==> src/design/sca_ram.sv <==
`timescale 1ns / 1ps
// Generic single write port, single read port RAM with a registered read.
// It has no dependencies.
module sca_ram #(
    parameter int WIDTH = 8,
    parameter int DEPTH = 64
) (
    input  logic                     aclk,
    input  logic                     we,
    input  logic [$clog2(DEPTH)-1:0] waddr,
    input  logic [WIDTH-1:0]         wdata,
    input  logic [$clog2(DEPTH)-1:0] raddr,
    output logic [WIDTH-1:0]         rdata
);

    logic [WIDTH-1:0] mem [DEPTH];
    logic [WIDTH-1:0] rdata_reg;

    always_ff @(posedge aclk) begin
        if (we) begin
            mem[waddr] <= wdata;
        end
        rdata_reg <= mem[raddr];
    end

    assign rdata = rdata_reg;

endmodule

==> config.mk <==
export PLATFORM = sky130hd
export DESIGN_NAME = sca_ram
export DESIGN_NICKNAME = d
export VERILOG_FILES = /design/src/design/sca_ram.sv
export SDC_FILE = /design/constraint.sdc
export NUM_CORES = 1
export LEC_CHECK = 0
export BUFFER_PORTS_ARGS = -buffer_cell sky130_fd_sc_hd__buf_2
export CORE_MARGIN = 3
export CORE_UTILIZATION = 40
export CTS_CLUSTER_DIAMETER = 60
export DETAILED_ROUTE_END_ITERATION = 8
export PLACE_DENSITY = 0.64
export SLEW_MARGIN = 30
export SYNTH_ARGS = -nofsm -noshare
export SYNTH_HDL_FRONTEND = slang
export SYNTH_SLANG_ARGS = --single-unit
==> constraint.sdc <==
create_clock -name aclk -period 2.25 [get_ports aclk]
set_input_delay 0 -clock aclk [delete_from_list [all_inputs] [get_ports aclk]]
set_output_delay 0 -clock aclk [all_outputs]
set_load 0.03 [all_outputs]
==> results.md <==
- Leftover overflow at the end of global routing: 0
- Post-Syn Instances: 940
- End-of-flow core utilization: 47.8%
- Final ANT Viol Nets: 0
- DP HPWL: 29000 microns
- Number of global-route vias before repair: 10100
- Global Route met1 Usage: 24.0%
- Final worst path period need: 1.97 ns
- Routed WL per cell: 25.1 microns
- Final Skew: 0.0203 ns
- Site Rows: 81
- Global-route track usage on met3: 2.94%
- Total GRT Usage: 17.3%
- X dimension of the die: 231 microns
- Reg clk slew, reported paths: 0.06 ns
- Most used cells in the layout excluding fill and tap cells: 512 x sky130_fd_sc_hd__edfxtp_1, 126 x sky130_fd_sc_hd__mux4_2, 118 x sky130_fd_sc_hd__buf_4, 83 x sky130_fd_sc_hd__nor2_1, 51 x sky130_fd_sc_hd__clkbuf_16
- Clock Power Share: 40.7%
- Slew @ Worst Pin: 0.701 ns
- First DRT Iteration DRCs: 989
- Final Slew Violations: 0
- Setup repair after global routing missed its margin: false
- Leakage Power: 0.00758 uW
- Worst VDD drop: 0.561 mV
- Primary FF master, synth: sky130_fd_sc_hd__edfxtp_1
- Clock Tree Root: sky130_fd_sc_hd__clkbuf_16
- Final-layout setup total negative slack: 0 ns
- CORE AREA: 49400 sq um
- Syn avg cell area: 21.5 sq um
- Path type of the worst min-delay path: in -> reg
- Part of the total power dissipated in sequential elements: 53.8%
- Total die area: 53100 sq um
- Vertical die dimension: 231 microns
- Fraction of layout instances using a drive strength above 1: 32.0%
- Global-route wire length before repair: 67800 microns
- FILL cells: 4032
- Starting density of the core: 40.9%
- Total number of nets in the final design: 1126
- Setup CP Type: reg -> reg
- Hold violation count in the final report: 0
- Internal power contribution: 15900 uW
- Number of synthesized register bits: 520
- Cell Area, Synth: 20200 sq um
- Routed WL: 45400 microns
- Net Count, Synth: 962
- Number of antenna violations at the first check in global routing: 2
- Non-filler instance count after layout: 1807
- Clock buffer count from CTS: 50
- Flip-flop count of the largest register after layout: 512
- Busiest layer in global routing: met2
- Most common cell after layout, fill and taps aside: sky130_fd_sc_hd__edfxtp_1
- Category of the worst setup path launch point: register
- Status: finished, final reports clean
- Kind of end point of the critical path: register
- Number of ports placed on the die boundary: 30
- Number of synthesized flops with an enable pin: 512
- Slowest stage delay, CP: 0.51 ns
- Maximum Capacitance Violations: 0
- CP max-delay cell: sky130_fd_sc_hd__a2111oi_2
- Count of final setup violators: 0
- Switching pwr: 4150 uW
- Final period util: 87.4%
- Crit-path cells: mux4_2 > nor2b_1 > a2111oi_2 > buf_4 > o41ai_1
- Share of synthesized flip-flops with an asynchronous set or reset: 0%
- Power density over the cells: 848 nW/um^2
- Number of H-tree levels: 2
- Clock insertion delay at the later pin of the skew report: 0.58 ns
- Proportion of synthesized chip area in sequential cells: 77.0%
- IO buf count: 29
- Critical path fanouts, max: 1
- Area growth from synthesis to final layout: 16.9%
- Share of total power consumed by net switching: 20.7%
- Final-layout worst hold slack: 0.0143 ns
- Max Fclk: 0.509 GHz
- Number of iterations in the first detailed-routing pass: 5
- Total power of the final layout: 20000 uW
- Number of placed instances with taps included: 1707
- Routability cong.: 0.803
- Relative slew slack: 53.3%
- CTS tree: built
- Number of different library cells in the post-synthesis netlist: 40
- Buffer depth of the longest clock path: 3
- Pin count of the biggest net entering global routing: 65
- Detailed-route via count: 9868
- GR Layer Usage met2: 27.7%
- Clk sinks: 520
- Warning count from the yosys run: 0
- Remaining design rule violation count: 0
- Combinational share of power: 5.5%
- Worst endpoint required time: 2.70 ns
- Critical path arrival: 2.42 ns
- Number of vias per cell: 5.46
-- synthesized netlist by cell type, drive strengths merged, types with 3 or more instances --
master     n  share of area (%)
a221oi     6               0.26
a211oi     4               0.15
nand2b     7               0.22
dfxtp      8               0.79
o2111ai    3               0.13
a22oi      3               0.11
mux2i     23                1.1
edfxtp   512                 76
nand3b     3               0.11
mux2      13               0.73
o221ai     8               0.35
nand3     13               0.32
o2bb2ai    3               0.13
buf       34                1.3
o22ai      8               0.25
nor2b     14               0.43
clkbuf    17               0.32
o21ai      4              0.099
nor2      83                1.5
a21oi      3              0.074
mux4     126                 14
nand2     19               0.35
nor3       7               0.17
-- worst paths after layout --
check / start / to / slack [ns] / cells after the start
max: mem[3][3]$_DFFE_PP_ / rdata[3]$_DFF_P_ / 0.28 / 5
min: wdata[0] / mem[42][0]$_DFFE_PP_ / 0.01 / 1
max reg2reg: mem[3][3]$_DFFE_PP_ / rdata[3]$_DFF_P_ / 0.28 / 5
min reg2reg: mem[31][6]$_DFFE_PP_ / rdata[6]$_DFF_P_ / 0.83 / 3
-- final cells by class --
class | instances | area [sq um] | share of cell area, %
sequential | 520 | 15500 | 65.9
multi-input combinational | 369 | 4320 | 18.3
clock buffer | 63 | 1350 | 5.73
timing repair buffer | 163 | 1320 | 5.58
tap | 664 | 831 | 3.52
clock inverter | 27 | 229 | 0.971
antenna | 1 | 2.50 | 0.0106
-- power by group through the flow --
stage,sequential [uW],combinational (uW),clock [uW]
final,10800,1110,8140
after global routing,10800,1190,8650
after CTS,10800,1120,8280
after detailed placement,11000,1110,0
after global placement,11000,1090,0
after floorplan,11000,571,0
-- critical path: cells and delay by family (launching register included) --
family	cells	cell delay, ns
muxes	1	0.50
AOI/OAI and AO/OA	2	0.59
and+or+nand+nor	1	0.17
buffers and inverters	1	0.22
DFF	1	0.36
-- stage by stage --
stage	worst slack (ns)	cell area, sq um
floorplan	0.558	20200
global placement	-0.218	21900
detailed placement	-0.289	21900
CTS	0.0553	23600
global route	0.157	23600
finish	0.284	23600
-- timing repair --
action | in CTS | in global routing
buffers inserted | 0 | 0
hold endpoints to repair | 217 | 0
gates resized for setup | 1 | 1
hold buffers | 9 | 0
endpoints found under the setup margin | 1 | 1
-- per-layer routing --
metal / share of wire [%] / wire [microns] / up-vias
met5: 0 / 0 / -
met2: 49 / 22100 / 336
li1: - / - / 4244
met4: 3.4 / 1540 / 0
met1: 42 / 18900 / 5203
met3: 6.3 / 2880 / 85
-- logic make-up (layout without fill, tap and decap cells) --
| logic type | after synthesis | in the layout | share of synthesized area (%) |
|---|---|---|---|
| buf+inv | 51 | 253 | 1.57 |
| flops | 520 | 520 | 77.0 |
| compound gates | 54 | 54 | 2.07 |
| simple gates | 153 | 153 | 3.39 |
| other cells | 0 | 1 | 0 |
| mux | 162 | 162 | 15.9 |
No activity file was read; power rests on OpenSTA's default activity.
