===== src/design/sca_pkg.sv =====
`timescale 1ns / 1ps
// Package for the size class block allocator: types, class tables and sequencer states.
// It has no dependencies. The divider and the top level use it.
package sca_pkg;

    localparam int POOL_PAGES   = 64;
    localparam int PAGE_W       = 6;
    localparam int SLOT_W       = 8;
    localparam int OFFSET_W     = 12;
    localparam int ADDR_W       = 18;
    localparam int SIZE_CLASSES = 8;
    localparam int CLASS_W      = 3;
    localparam int BYTES_W      = 11;
    localparam int RECIP_W      = 21;
    localparam int RECIP_SHIFT  = 24;

    localparam logic [6:0] NO_PAGE   = 7'd64;
    localparam logic [7:0] NO_SLOT   = 8'd255;
    localparam logic [11:0] SLOT_BASE = 12'd16;

    localparam logic [BYTES_W-1:0] CLASS_BYTES [SIZE_CLASSES] = '{
        11'd16, 11'd32, 11'd64, 11'd128, 11'd248, 11'd504, 11'd1016, 11'd2040
    };

    // Reciprocal of each class size, rounded up and scaled by two to the RECIP_SHIFT.
    localparam logic [RECIP_W-1:0] CLASS_RECIP [SIZE_CLASSES] = '{
        21'd1048576, 21'd524288, 21'd262144, 21'd131072,
        21'd67651, 21'd33289, 21'd16514, 21'd8225
    };

    // Number of slots carved from one page of each class.
    localparam logic [SLOT_W-1:0] SLOT_COUNT [SIZE_CLASSES] = '{
        8'd254, 8'd127, 8'd63, 8'd31, 8'd16, 8'd8, 8'd4, 8'd1
    };

    localparam logic CMD_ALLOC   = 1'b0;
    localparam logic CMD_RELEASE = 1'b1;

    localparam logic [2:0] ST_OK         = 3'd0;
    localparam logic [2:0] ST_ZERO_SIZE  = 3'd1;
    localparam logic [2:0] ST_TOO_LARGE  = 3'd2;
    localparam logic [2:0] ST_EXHAUSTED  = 3'd3;
    localparam logic [2:0] ST_NULL_REL   = 3'd4;
    localparam logic [2:0] ST_MISPLACED  = 3'd5;

    localparam logic REG_USABLE_PAGES = 1'b0;

    typedef struct packed {
        logic [CLASS_W-1:0] cls;
        logic [6:0]         older;
        logic [SLOT_W-1:0]  head;
    } page_entry_t;

    typedef struct packed {
        logic                done;
        logic [11:0]         quo;
        logic [BYTES_W-1:0]  rem;
    } div_result_t;

    typedef enum logic [3:0] {
        S_IDLE,
        S_DECODE,
        S_WALK_RD,
        S_WALK_CHK,
        S_POP_RD,
        S_POP_WR,
        S_CLAIM,
        S_CARVE,
        S_CARVE_END,
        S_ADDR,
        S_REL_RD,
        S_REL_START,
        S_REL_DIV,
        S_REL_CHK,
        S_DONE
    } state_t;

endpackage


===== src/design/sca_divider.sv =====
`timescale 1ns / 1ps
// Divider of slot offsets by class sizes through multiplication with a class reciprocal.
// Operands are taken at start; done rises after ph1 and ph2. It depends on sca_pkg.
module sca_divider (
    input  logic                         aclk,
    input  logic                         aresetn,
    input  logic                         start,
    input  logic [11:0]                  dividend,
    input  logic [sca_pkg::BYTES_W-1:0]  divisor,
    output sca_pkg::div_result_t         result
);

    logic                          ph1_reg, ph1_next;
    logic                          ph2_reg, ph2_next;
    logic                          done_reg, done_next;
    logic [11:0]                   dvd_reg, dvd_next;
    logic [sca_pkg::BYTES_W-1:0]   dvs_reg, dvs_next;
    logic [sca_pkg::RECIP_W-1:0]   rcp_reg, rcp_next;
    logic [11:0]                   quo_reg, quo_next;
    logic [sca_pkg::BYTES_W-1:0]   rem_reg, rem_next;
    logic [sca_pkg::RECIP_W-1:0]   recip;
    logic [sca_pkg::RECIP_W+11:0]  scaled;
    logic [11:0]                   back;
    logic [11:0]                   diff;

    always_comb begin
        recip = '0;
        for (int i = 0; i < sca_pkg::SIZE_CLASSES; i++) begin
            if (divisor == sca_pkg::CLASS_BYTES[i]) begin
                recip = sca_pkg::CLASS_RECIP[i];
            end
        end
    end

    assign scaled = {{sca_pkg::RECIP_W{1'b0}}, dvd_reg} * {12'd0, rcp_reg};
    assign back   = quo_reg * {1'b0, dvs_reg};
    assign diff   = dvd_reg - back;

    always_comb begin
        ph1_next  = 1'b0;
        ph2_next  = 1'b0;
        done_next = 1'b0;
        dvd_next  = dvd_reg;
        dvs_next  = dvs_reg;
        rcp_next  = rcp_reg;
        quo_next  = quo_reg;
        rem_next  = rem_reg;
        if (start) begin
            ph1_next = 1'b1;
            dvd_next = dividend;
            dvs_next = divisor;
            rcp_next = recip;
        end
        if (ph1_reg) begin
            ph2_next = 1'b1;
            quo_next = {3'd0, scaled[sca_pkg::RECIP_W+11:sca_pkg::RECIP_SHIFT]};
        end
        if (ph2_reg) begin
            done_next = 1'b1;
            rem_next  = diff[sca_pkg::BYTES_W-1:0];
        end
    end

    always_ff @(posedge aclk) begin
        if (!aresetn) begin
            ph1_reg  <= 1'b0;
            ph2_reg  <= 1'b0;
            done_reg <= 1'b0;
        end else begin
            ph1_reg  <= ph1_next;
            ph2_reg  <= ph2_next;
            done_reg <= done_next;
        end
        dvd_reg <= dvd_next;
        dvs_reg <= dvs_next;
        rcp_reg <= rcp_next;
        quo_reg <= quo_next;
        rem_reg <= rem_next;
    end

    assign result.done = done_reg;
    assign result.quo  = quo_reg;
    assign result.rem  = rem_reg;

endmodule


===== config.mk =====
export PLATFORM = sky130hd
export DESIGN_NAME = sca_divider
export DESIGN_NICKNAME = d
export VERILOG_FILES = /design/src/design/sca_pkg.sv /design/src/design/sca_divider.sv
export SDC_FILE = /design/constraint.sdc
export NUM_CORES = 1
export LEC_CHECK = 0
export BUFFER_PORTS_ARGS = -buffer_cell sky130_fd_sc_hd__buf_2
export CORE_UTILIZATION = 40
export DETAILED_ROUTE_END_ITERATION = 8
export PLACE_DENSITY = 0.67
export SLEW_MARGIN = 40
export SYNTH_ARGS = -nofsm -noshare
export SYNTH_HDL_FRONTEND = slang
export SYNTH_SLANG_ARGS = --single-unit

===== constraint.sdc =====
create_clock -name aclk -period 5.2 [get_ports aclk]
set_input_delay 0.26 -clock aclk [delete_from_list [all_inputs] [get_ports aclk]]
set_output_delay 0.26 -clock aclk [all_outputs]
set_load 0.005 [all_outputs]

==> out/metrics.csv, run 1 <==
metric,value,unit
# clock sinks,56,
critical path data required time,5.26,ns
Residual DRC,0,
Area Growth Syn to Fin,14.9,%
Most common cell on crit path,fa_1,
PortBufs,46,
number of flip-flops in the largest register,12,
R2R Setup Slk,-0.1,ns
"Hold Violations, Final",0,
CP Max Fanout,6,
hold buffer count at cts,0,
placed insts,1394,
H-tree depth,2,
root buffer cell,clkbuf_16,
syn avg cell area,10.1,um2
clock skew,0.00739,ns
Site Rows,57,
Clock Latency Late Sink,0.31,ns
Starting Density,40.6,%
Total Nets Final,1421,
Tcrit/Tclk final,102,%
hold crit path type,in -> reg,
grt peak-use layer,met2,
Slew headroom,45.6,%
Reg-to-Reg Start,dvd_reg[4],
met3 GRT Util,2.29,%
highest-count cells in the layout ignoring fill and taps,"inv_1 (233), fa_1 (164), ha_1 (134), and2_1 (115), buf_4 (77)",
Vias/cell,4.76,
crit path launch type,flip-flop,
top_reg_cell synth,edfxtp_1,
Global Route Usage Sum,18.3,%
share of the yosys chip area belonging to registers,16.8,%
Yosys reg bits,56,
Max Buffers Root-to-Sink,2,
asr flop ratio synth,0,%
DRT antenna net count,0,
gpl congestion,0.906,
crit path DAT,5.36,ns
maximum clock frequency,0.189,GHz
die height,159,um
unrepaired setup endpoints after global routing,yes,
vias in the first global route,7096,
Vias,6730,
Hold Path Origin,dividend[8],
Num CTS Buffers,5,
crit path kind,reg -> reg,
largest cells by area after synthesis,"fa_1 (34%), ha_1 (18%), edfxtp_1 (16%)",
FF+latch area,1650,um2
Ports,50,
filler cell count in the final layout,2281,
final setup fails,6,
post-synth cell types,44,
Slowest cell on crit path,fa_1,
GRT overflow,0,
CP max stage delay,0.56,ns
post-synth top area cell,fa_1,
worst setup path endpoint,quo_reg[5],
status,finished with violations,
Crit path depth,16,
wire per inst,15.5,um
first-pass GRT wire length,36.4,mm
Yosys top cell area share,33.9,%
Mapped Cells,979,
Diodes inserted,0,
TritonCTS clock tree,done,
"CP delay by family, top",adder cells,
synthesized area,9850,um2
TritonRoute pass-1 iters,5,
die area,25300,um2
"most common cell after layout, fill and taps aside",inv_1,
met1 GRT Util,25.0,%
Pins Over Slew Limit,0,
multi-input logic area,7380,um2
measured slew at the worst slew-check pin,0.817,ns
violated checks,negative setup slack,
CP endpoint kind,flip-flop,
worst path bufs/invs,2,
Worst-path clk slew,0.07,ns
HPWL Detailed,19.2,mm
crit-path cells,nand2_1 > buf_4 > fa_1 > fa_1 > fa_1 > inv_1 > fa_1 > fa_1 > ha_1 > o2111ai_2 > a21oi_2 > a211oi_2 > o21ai_2 > o41ai_4 > o21bai_1 > xor2_1,
Crit Reg-Reg Endpoint,quo_reg[5],
Die X,159,um
Final Critical Period,5.30,ns
worst-case reg-to-reg path depth,16,
CP startpoint,dvd_reg[4],
share of cells above drive strength 1,16.2,%
synth warn,0,
number of flops mapped to enable cells by yosys,53,
pin count of the biggest net entering global routing,35,
Initial DRC Count,409,
core footprint,24200,um2
DP Worst Slack,-0.141,ns
final std cells w/o fill,1415,
"Core Util, Final",46.7,%
initial antenna violation count,0,
final worst slack,-0.0998,ns
Max-cap violations,0,
Post-Route WL,22.0,mm
GRT met2 Usage,31.2,%
## worst reg2reg max path, delay by kind of cell (launching register included)
kind / cells / cell delay (ns)
AO/OA/AOI/OAI: 6 / 1.22
XOR/XNOR: 1 / 0.17
buffers and inverters: 2 / 0.22
adder cells (fa/ha/maj): 6 / 2.81
flip-flops: 1 / 0.50
AND/OR/NAND/NOR: 1 / 0.14
## timing repair
item / in CTS / in global routing
gates resized for setup: 18 / 29
pin swaps: 14 / 26
buffers inserted: 7 / 9
setup endpoints to repair: 8 / 9
## synth_stat cells (2+ instances only)
cell type	instances
a211oi_1	3
a211oi_2	2
a21o_1	7
a21oi_1	17
a31oi_1	2
and2_1	121
and3_1	5
buf_4	4
clkbuf_1	20
dfxtp_1	3
edfxtp_1	53
fa_1	167
ha_1	138
inv_1	236
nand2_1	80
nand2b_1	2
nand3_1	7
nand4_1	5
nor2_1	20
nor2b_1	4
nor3_1	7
nor4_1	2
nor4b_1	3
o211ai_1	5
o21a_1	3
o21ai_0	5
o21ai_2	2
o21bai_1	2
xnor2_1	29
xor2_1	11
## cell type report
| class | count | area share [%] |
|---|---|---|
| Multi-Input combinational cell | 664 | 65.2 |
| Tap cell | 324 | 3.58 |
| Clock inverter | 1 | 0.0774 |
| Sequential cell | 56 | 14.6 |
| Clock buffer | 7 | 1.17 |
| Inverter | 236 | 7.83 |
| Timing Repair Buffer | 127 | 7.54 |
## kinds of logic (layout without fill, tap and decap cells)
family / after synthesis / after routing / synth area share, %
flip-flops: 56 / 56 / 16.8
other: 1 / 3 / 0.0381
buffers and inverters: 261 / 371 / 10.1
adder cells (fa/ha/maj): 306 / 306 / 51.6
multiplexers: 1 / 1 / 0.102
AND/OR/NAND/NOR: 257 / 257 / 13.7
XOR/XNOR: 40 / 40 / 3.56
AO/OA/AOI/OAI: 57 / 57 / 4.19
## metrics by stage
stage / hold slack (ns) / cell area, um2 / setup TNS (ns)
finish: 0.125 / 11300 / -0.398
global route: 0.115 / 11300 / -2.14
CTS: 0.120 / 11100 / -0.148
detailed placement: 0.439 / 10900 / -0.673
global placement: 0.438 / 10900 / -0.487
floorplan: 0.359 / 9860 / 0
## routing by layer
metal	share of wire, %	vias up
li1	-	3224
met1	45	3360
met2	50	130
met3	4.0	16
met4	1.1	0
met5	0	-
## how the worst min path moves through the flow
stage,end,slack (ns),cells after the start
2_1_floorplan,dvd_reg[0],0.36,0
3_3_place_gp,dvd_reg[10],0.44,1
3_5_place_dp,dvd_reg[10],0.44,1
4_1_cts,dvd_reg[8],0.12,1
5_1_grt,dvd_reg[8],0.11,1
6_report,dvd_reg[8],0.13,1
Power of run 1 is not shown: default switching activity piles up to over one toggle a cycle in this logic, so the estimate is an artifact.
==> run 2: changes to the inputs <==
--- a/config.mk
+++ b/config.mk
@@ -6,9 +6,10 @@
 export NUM_CORES = 1
 export LEC_CHECK = 0
 export BUFFER_PORTS_ARGS = -buffer_cell sky130_fd_sc_hd__buf_2
-export CORE_UTILIZATION = 40
+export CORE_UTILIZATION = 58
 export DETAILED_ROUTE_END_ITERATION = 8
-export PLACE_DENSITY = 0.67
+export MAX_ROUTING_LAYER = met4
+export PLACE_DENSITY = 0.88
 export SLEW_MARGIN = 40
 export SYNTH_ARGS = -nofsm -noshare
 export SYNTH_HDL_FRONTEND = slang
==> out/metrics.csv, run 2 (synthesized netlist as in run 1, its figures left out) <==
metric,value,unit
status,finished with violations,
violated checks,negative setup slack,
initial antenna violation count,0,
number of flip-flops in the largest register,12,
Area Growth Syn to Fin,14.0,%
Vias,7304,
FF+latch area,1650,um2
Tcrit/Tclk final,102,%
maximum clock frequency,0.189,GHz
critical path data required time,5.26,ns
root buffer cell,clkbuf_16,
Hold Crit Depth,1,
Global Route Usage Sum,30.2,%
Clock Latency Late Sink,0.31,ns
measured slew at the worst slew-check pin,0.799,ns
Num CTS Buffers,5,
crit path launch type,flip-flop,
TritonRoute pass-1 iters,7,
multi-input logic area,7450,um2
Pins Over Slew Limit,0,
DP Worst Slack,-0.168,ns
"Core Util, Final",67.7,%
Initial DRC Count,662,
"most common cell after layout, fill and taps aside",inv_1,
PortBufs,46,
pin count of the biggest net entering global routing,35,
final worst slack,-0.0795,ns
GRT overflow,0,
setup tns final,-0.291,ns
crit path kind,reg -> reg,
HPWL Detailed,19.8,mm
filler cell count in the final layout,1122,
Max Buffers Root-to-Sink,2,
"Hold Violations, Final",0,
highest-count cells in the layout ignoring fill and taps,"inv_1 (228), fa_1 (161), ha_1 (129), and2_1 (115), nand2_1 (75)",
gpl congestion,0.987,
Ports,50,
Vias/cell,5.60,
Diodes inserted,0,
Die X,132,um
CP endpoint kind,flip-flop,
first-pass GRT wire length,39.1,mm
core footprint,16600,um2
H-tree depth,2,
vias in the first global route,7892,
Final Critical Period,5.28,ns
clock skew,0.0101,ns
TritonCTS clock tree,done,
wire per inst,18.9,um
CP Max Fanout,6,
Slew headroom,46.8,%
Total Nets Final,1414,
Residual DRC,0,
share of cells above drive strength 1,17.2,%
Site Rows,47,
DRT antenna net count,0,
crit path DAT,5.34,ns
die area,17500,um2
unrepaired setup endpoints after global routing,yes,
Max-cap violations,0,
hold crit path type,in -> reg,
Post-Route WL,24.6,mm
# clock sinks,56,
Worst-path clk slew,0.08,ns
worst-case reg-to-reg path depth,15,
Starting Density,59.4,%
die height,132,um
final setup fails,5,
[run 2: changes by cell type in the layout (fill, tap and decap cells not counted), sizes merged]
cell      previous run  this run
buf                127       120
clkbuf               7         5
clkinv               1         0
clkinvlp             0         2
inv                236       237
[run 2: worst max-delay path: stages (launching register included)]
cell      delay [ns]
edfxtp_1        0.47
buf_6           0.18
and2_1          0.19
fa_2            0.63
fa_2            0.44
fa_2            0.54
fa_1            0.43
fa_1            0.53
ha_4            0.22
a21oi_4         0.15
o21ai_2         0.08
a211oi_2        0.31
o21ai_4         0.14
o41ai_4         0.44
o21bai_1        0.13
xor2_1          0.15
[run 2: path summary, 6_finish.rpt]
path / end / start / slack, ns
worst min register to register: rem_reg[3] / ph2_reg / 0.70
worst max-delay path: quo_reg[5] / dvd_reg[7] / -0.08
worst max register to register: quo_reg[5] / dvd_reg[7] / -0.08
worst min-delay path: dvd_reg[7] / dividend[7] / 0.13
[run 2: layout make-up]
cell class / count / share of cell area, %
Inverter: 236 / 7.89
Sequential cell: 56 / 14.7
Tap cell: 220 / 2.45
Timing Repair Buffer: 120 / 7.30
Clock buffer: 5 / 1.11
Clock inverter: 3 / 0.234
Multi-Input combinational cell: 664 / 66.3
[run 2: repair_timing]
item                                    4_1_cts  5_1_grt
resized for setup                            45       23
pin swaps                                    26       19
buffers inserted                             16        7
hold buffers                                  0        0
endpoints found under the setup margin        9        9
endpoints found under the hold margin         0        0
[run 2: metal layers]
layer	global-route usage, %	wire, um	vias to the layer above
met1	36.2	9000	3574
met4	12.4	1170	0
li1	-	-	3213
met2	49.8	12200	399
met3	6.50	2290	118
met5	-	0	-
[run 2: per-stage QoR]
| stage | hold WS (ns) | cell area, um2 | instances |
|---|---|---|---|
| after floorplan | 0.359 | 9860 | 981 |
| after detailed placement | 0.441 | 10600 | 1274 |
| final | 0.133 | 11200 | 1304 |
| after global routing | 0.126 | 11200 | 1304 |
| after CTS | 0.129 | 11100 | 1297 |
| after global placement | 0.438 | 10600 | 1274 |
Power of run 2 is left out for the same reason.
